### src/design/pmmu_pkg.sv
// Package for the paged MMU access unit: sizes, command and status codes,
// transaction payload types and the controller/datapath link structs.
// No dependencies; every other design file imports it.
package pmmu_pkg;

	localparam int TABLE_ENTRIES = 16;
	localparam int MEM_BYTES     = 4096;

	localparam int IDX_W  = (TABLE_ENTRIES > 1) ? $clog2(TABLE_ENTRIES) : 1;
	localparam int ADDR_W = $clog2(MEM_BYTES);

	// Reciprocal for the remainder by MEM_BYTES: q = (x * MEM_RECIP) >> 32 is exact
	// for x < 2**16 since x * MEM_BYTES stays below 2**32.
	localparam int              RECIP_W   = 25;
	localparam logic [RECIP_W-1:0] MEM_RECIP =
		RECIP_W'((64'd1 << 32) / MEM_BYTES + 1);
	localparam int              QUOT_W    = 16 + RECIP_W - 32;
	localparam logic [16:0]     MEM_BYTES_V = 17'(MEM_BYTES);

	localparam logic [2:0] PSH_RESET = 3'd4;   // page size 16

	typedef enum logic [2:0] {
		CMD_FETCH,
		CMD_LOAD,
		CMD_STORE,
		CMD_TRANSLATE,
		CMD_WRITE_ENTRY,
		CMD_POKE
	} cmd_t;

	typedef enum logic [1:0] {
		ST_OK,
		ST_PAGE_FAULT,
		ST_SEGV,
		ST_ACCESS_VIOL
	} status_t;

	typedef struct packed {
		logic        modified;
		logic        referenced;
		logic        exec;
		logic        write;
		logic        read;
		logic        present;
		logic [7:0]  frame;
	} pte_t;

	typedef struct packed {
		logic [2:0]  cmd;
		logic [15:0] address;
		logic [7:0]  write_byte;
		logic [3:0]  entry_index;
		logic [7:0]  entry_frame;
		logic        entry_present;
		logic        entry_read;
		logic        entry_write;
		logic        entry_exec;
	} req_item_t;

	typedef struct packed {
		logic [1:0]  status;
		logic [7:0]  read_byte;
		logic [15:0] phys_addr;
		logic        entry_referenced;
		logic        entry_modified;
	} rsp_item_t;

	// Controller to datapath.
	typedef struct packed {
		logic latch;
		logic check;
		logic div_q;
		logic div_r;
		logic access;
	} dp_cmd_t;

	// Datapath to controller.
	typedef struct packed {
		logic need_div;
	} dp_stat_t;

endpackage

### src/design/pmmu_ctrl.sv
// Sequencer of the paged MMU access unit: walks one transaction through the
// check step and, when needed, the remainder and memory access steps. Depends on pmmu_pkg.
module pmmu_ctrl import pmmu_pkg::*; (
	input  logic     clk,
	input  logic     arst_n,
	input  logic     req_valid,
	output logic     req_ready,
	output logic     rsp_valid,
	input  logic     rsp_ready,
	input  dp_stat_t stat,
	output dp_cmd_t  cmd
);

	typedef enum logic [2:0] {
		S_IDLE,
		S_CHECK,
		S_DIVQ,
		S_DIVR,
		S_ACCESS,
		S_RESP
	} state_t;

	state_t state_q;
	logic   req_ready_q;
	logic   rsp_valid_q;

	always_ff @(posedge clk or negedge arst_n) begin
		if (!arst_n) begin
			state_q     <= S_IDLE;
			req_ready_q <= 1'b1;
			rsp_valid_q <= 1'b0;
		end else begin
			unique case (state_q)
				S_IDLE: begin
					if (req_valid) begin
						state_q     <= S_CHECK;
						req_ready_q <= 1'b0;
					end
				end
				S_CHECK: begin
					if (stat.need_div) begin
						state_q <= S_DIVQ;
					end else begin
						state_q     <= S_RESP;
						rsp_valid_q <= 1'b1;
					end
				end
				S_DIVQ:   state_q <= S_DIVR;
				S_DIVR:   state_q <= S_ACCESS;
				S_ACCESS: begin
					state_q     <= S_RESP;
					rsp_valid_q <= 1'b1;
				end
				S_RESP: begin
					if (rsp_ready) begin
						state_q     <= S_IDLE;
						rsp_valid_q <= 1'b0;
						req_ready_q <= 1'b1;
					end
				end
				default: state_q <= S_IDLE;
			endcase
		end
	end

	assign req_ready = req_ready_q;
	assign rsp_valid = rsp_valid_q;

	always_comb begin
		cmd        = '0;
		cmd.latch  = req_valid && req_ready_q;
		cmd.check  = (state_q == S_CHECK);
		cmd.div_q  = (state_q == S_DIVQ);
		cmd.div_r  = (state_q == S_DIVR);
		cmd.access = (state_q == S_ACCESS);
	end

endmodule

### config.mk
export PLATFORM = sky130hd
export DESIGN_NAME = pmmu_ctrl
export DESIGN_NICKNAME = d
export VERILOG_FILES = /design/src/design/pmmu_pkg.sv /design/src/design/pmmu_ctrl.sv
export SDC_FILE = /design/constraint.sdc
export NUM_CORES = 1
export LEC_CHECK = 0
export ABC_AREA = 1
export CORE_AREA = 2 2 39 41
export CTS_CLUSTER_DIAMETER = 100
export DETAILED_ROUTE_END_ITERATION = 6
export DIE_AREA = 0 0 41 43
export DONT_BUFFER_PORTS = 1
export PLACE_DENSITY = 0.44
export SYNTH_ARGS = -nofsm -noshare
export SYNTH_HDL_FRONTEND = slang
export SYNTH_SLANG_ARGS = --single-unit
### constraint.sdc
create_clock -name clk -period 1.51 [get_ports clk]
set_clock_uncertainty 0.15 [all_clocks]
set_input_delay 0 -clock clk [delete_from_list [all_inputs] [get_ports clk]]
set_output_delay 0 -clock clk [all_outputs]
set_load 0.05 [all_outputs]
# == Yosys cells after proc, flatten, opt, wreduce, memory -nomap -nowiden ==
# Cells that the tools add are included.
# totals
register_bits,5
input_bits,5
# classes
eq_ne,8
n_mux,10
reduce_logical,7
# op_table
op,n
3-bit case mux with 6 select lines,1
3-bit two-way mux,3
3-bit by 2-bit == test with 1-bit output (second input constant),2
3-bit == test (second input constant),2
2-bit != test (second input constant),3
3-bit AND reduction,2
1-bit two-way mux,4
3-bit by 1-bit == test with 1-bit output (second input constant),1
3-bit zero test,1
1-bit case mux with 3 select lines,1
3-bit nonzero test,1
1-bit case mux with 2 select lines,1
2-bit AND reduction,1
2-bit nonzero test,1
1-bit logical AND,1

# == Logic depth before layout (Yosys ltp) ==
# logic_depth
word_depth,3
depth_mapped,7
ltp_nobuf,7

# == Worst setup path before layout ==
# No wires, ideal clock.
# synth_path
kind,reg-to-output
from,register state_q[0]
to,output port cmd[1] (netlist bit)
t_arrival_ns,1.589
path_slack_ns,-0.229
path_stages_with_launch,3
path_buffers,0
cell_sequence,dfrtp_1 > inv_2 > nor3_1
# synth_rtl
element,line,source
"start, declared",pmmu_ctrl.sv:23,state_t state_q;
"start signal, assigned",pmmu_ctrl.sv:29,state_q <= S_IDLE;
"start signal, assigned",pmmu_ctrl.sv:36,state_q <= S_CHECK;
"start signal, assigned",pmmu_ctrl.sv:42,state_q <= S_DIVQ;
"end, declared",pmmu_ctrl.sv:11,output dp_cmd_t cmd

==> reports/results.txt <==
Synthesized cell area: 306.5 um2
Mux cell area share after synthesis: 0%
RSZ-0062 raised after global routing: no
Post-CTS resize count: 0
CTS clk-pin slew, worst paths: 0.04 ns
Slew @ Worst Pin: 0.4204 ns
TritonCTS clock tree: built
DP Worst Slack: 0.2084 ns
GP Congestion: 0.6969
GRT Resource Usage Total: 10.62%
Number of nets in the layout: 65
Htree depth: 1
First DRT Iteration DRCs: 6
Crit share post-route: 92.98%
CTS Root Cell: clkbuf_4
Max cap viols: 0
Synth Area in XOR/XNOR: 0%
Die width: 41 um
Slowest library cell on the worst path: dfrtp_1
Worst Path Max Fanout: 6
Post-synth top flop: dfrtp_1
Min cycle time layout: 1.404 ns
Via count: 322
Setup TNS: 0 ns
Core area: 1384 um2
Layout Area Growth over Synthesis: 51.43%
# rows: 14
Count of cell types in the netlist: 16
Yosys top cell area share: 32.65%
Initial antenna violation count: 0
Ranking of synthesized cells by area: dfrtp_1 33%, nand2_1 12%, dfstp_2 8.6%
Detailed Route WL: 709 um
Synth Area in Simple Gates: 40.00%
DIE AREA: 1763 um2
WP data required: 1.36 ns
Average wire per standard cell: 9.453 um
Synth area leader: dfrtp_1
CTS sink cnt: 5
Gate Count Post-Synth: 44
CP endpoint kind: output pin
Crit-path cells: inv_1 -> nand2_1 -> nor2_1 -> buf_4
Post-CTS repair timing setup buffer count: 0
Starting Density: 22.15%
Peak Freq: 0.7123 GHz
Count leader, synth: nand2_1
Final count of hold timing violations: 0
Final setup viols: 0
Slew HR: 71.94%
Crit Path Category: flip-flop to output pin
Final Slew Violations: 0
Status: completed
Yosys warning total: 0
Buf+Inv Stages, Crit Path: 2
CP Launch Type: flip-flop
Largest family of logic cells by synthesized area: simple AND/OR/NAND/NOR gates
Async S/R FF share, synth: 100.0%
Layout cells sized above 1: 30.51%
Drt via density: 4.293
First-pass DRT Iterations: 2
CTS Buf Count: 3
I/O pins: 12
Sequential area share after synthesis: 41.22%
Avg Cell Area, Syn: 6.967 um2
Syn Nets: 49
Vias in the first global route: 291
Compound-Gate Fraction of Synth Area: 8.980%
Fin worst setup slack: 0.1060 ns
Synth top cells by count: 10 x nand2_1, 6 x inv_1, 5 x nor2_1
First-pass GRT wire length: 1207 um
Worst path max stage delay: 0.46 ns
EDFF count, synth: 0
Post-DP HPWL: 545.5 um
DRT antenna net count: 0
Largest net degree at the start of global routing: 8
Synth Area in Adders: 0%
Seq cells post-synth: 5
Worst-Skew Late Latency: 0.23 ns
Die Ht: 43 um
DRC: 0
Total grt overflow: 0
Top Family by Delay on Critical Path: flip-flops
Max Buffers Root-to-Sink: 2
Critical path arrival: 1.25 ns
Worst hold path class: input pin to output pin
CTS Hold Bufs: 5
I/O Buffers: 0
Antenna cell count: 0
[routing by layer]
metal	global-route usage, %	up-vias	wire length (um)
met5	0	-	0
met4	8.000	0	0
met3	3.141	0	37
met2	14.69	6	347
met1	13.16	146	323
li1	-	170	-
[flip-flops by register name (all words and copies together) (netlist names)]
register / flops
rsp_valid: 1
state_q: 3
req_ready: 1
[kinds of logic after synthesis]
group                  after synthesis
and+or+nand+nor                     26
buffers and inverters                8
AOI/OAI and AO/OA                    5
DFF                                  5
[cells in the final DEF (no fill, tap or decap), drive strengths merged]
cell | netlist | routed
buf | 0 | 6
o21ai | 2 | 2
clkbuf | 0 | 4
dfstp | 1 | 1
dfrtp | 4 | 4
a21oi | 2 | 2
nor3 | 3 | 3
nand3 | 3 | 3
o211ai | 1 | 1
nor2 | 6 | 6
inv | 8 | 8
nand4 | 2 | 2
dlygate4sd3 | 0 | 5
nand2 | 12 | 12
[path summary, 6_finish.rpt]
| check | startpoint | endpoint | cells past startpoint | slack [ns] |
|---|---|---|---|---|
| worst max-delay path | state_q[2] | cmd[2] | 4 | 0.11 |
| worst min-delay path | req_valid | cmd[4] | 2 | 0.08 |
| worst max register to register | state_q[2] | state_q[0] | 7 | 0.21 |
| worst min register to register | rsp_valid | rsp_valid | 2 | 0.32 |
| max in group asynchronous | arst_n | req_ready | 2 | 0.49 |
| min in group asynchronous | arst_n | state_q[2] | 2 | 0.46 |
[worst register-to-register path, stage by stage (launching register included)]
cell and delay [ns]:
dfrtp_1 0.49, nand2_2 0.09, nor2_2 0.11, nand2_2 0.11, nand2_1 0.10, nor2_1 0.04, nand2_1 0.05, nand2_1 0.04
[final cells by class]
cell class	count	area, um2
fillers	158	919.6
well taps	16	20.02
flip-flops and latches	5	126.4
multi-input cells	31	166.4
repair buffers	11	95.09
inverters	8	30.03
clock buffers	4	26.28
[stage by stage]
stage | hold slack (ns) | cells | area [um2] | utilization, %
after floorplan | -0.4456 | 44 | 322.8 | -
after global placement | -0.4455 | 66 | 387.9 | 28.03
after detailed placement | -0.4455 | 66 | 387.9 | 28.03
after CTS | 0.08617 | 75 | 464.2 | 33.54
after global routing | 0.1012 | 75 | 464.2 | 33.54
final | 0.07983 | 75 | 464.2 | 33.54
Power is left out: the tool's default activity adds up to more than one toggle a clock period on the data nets, which glitch-free logic cannot reach.
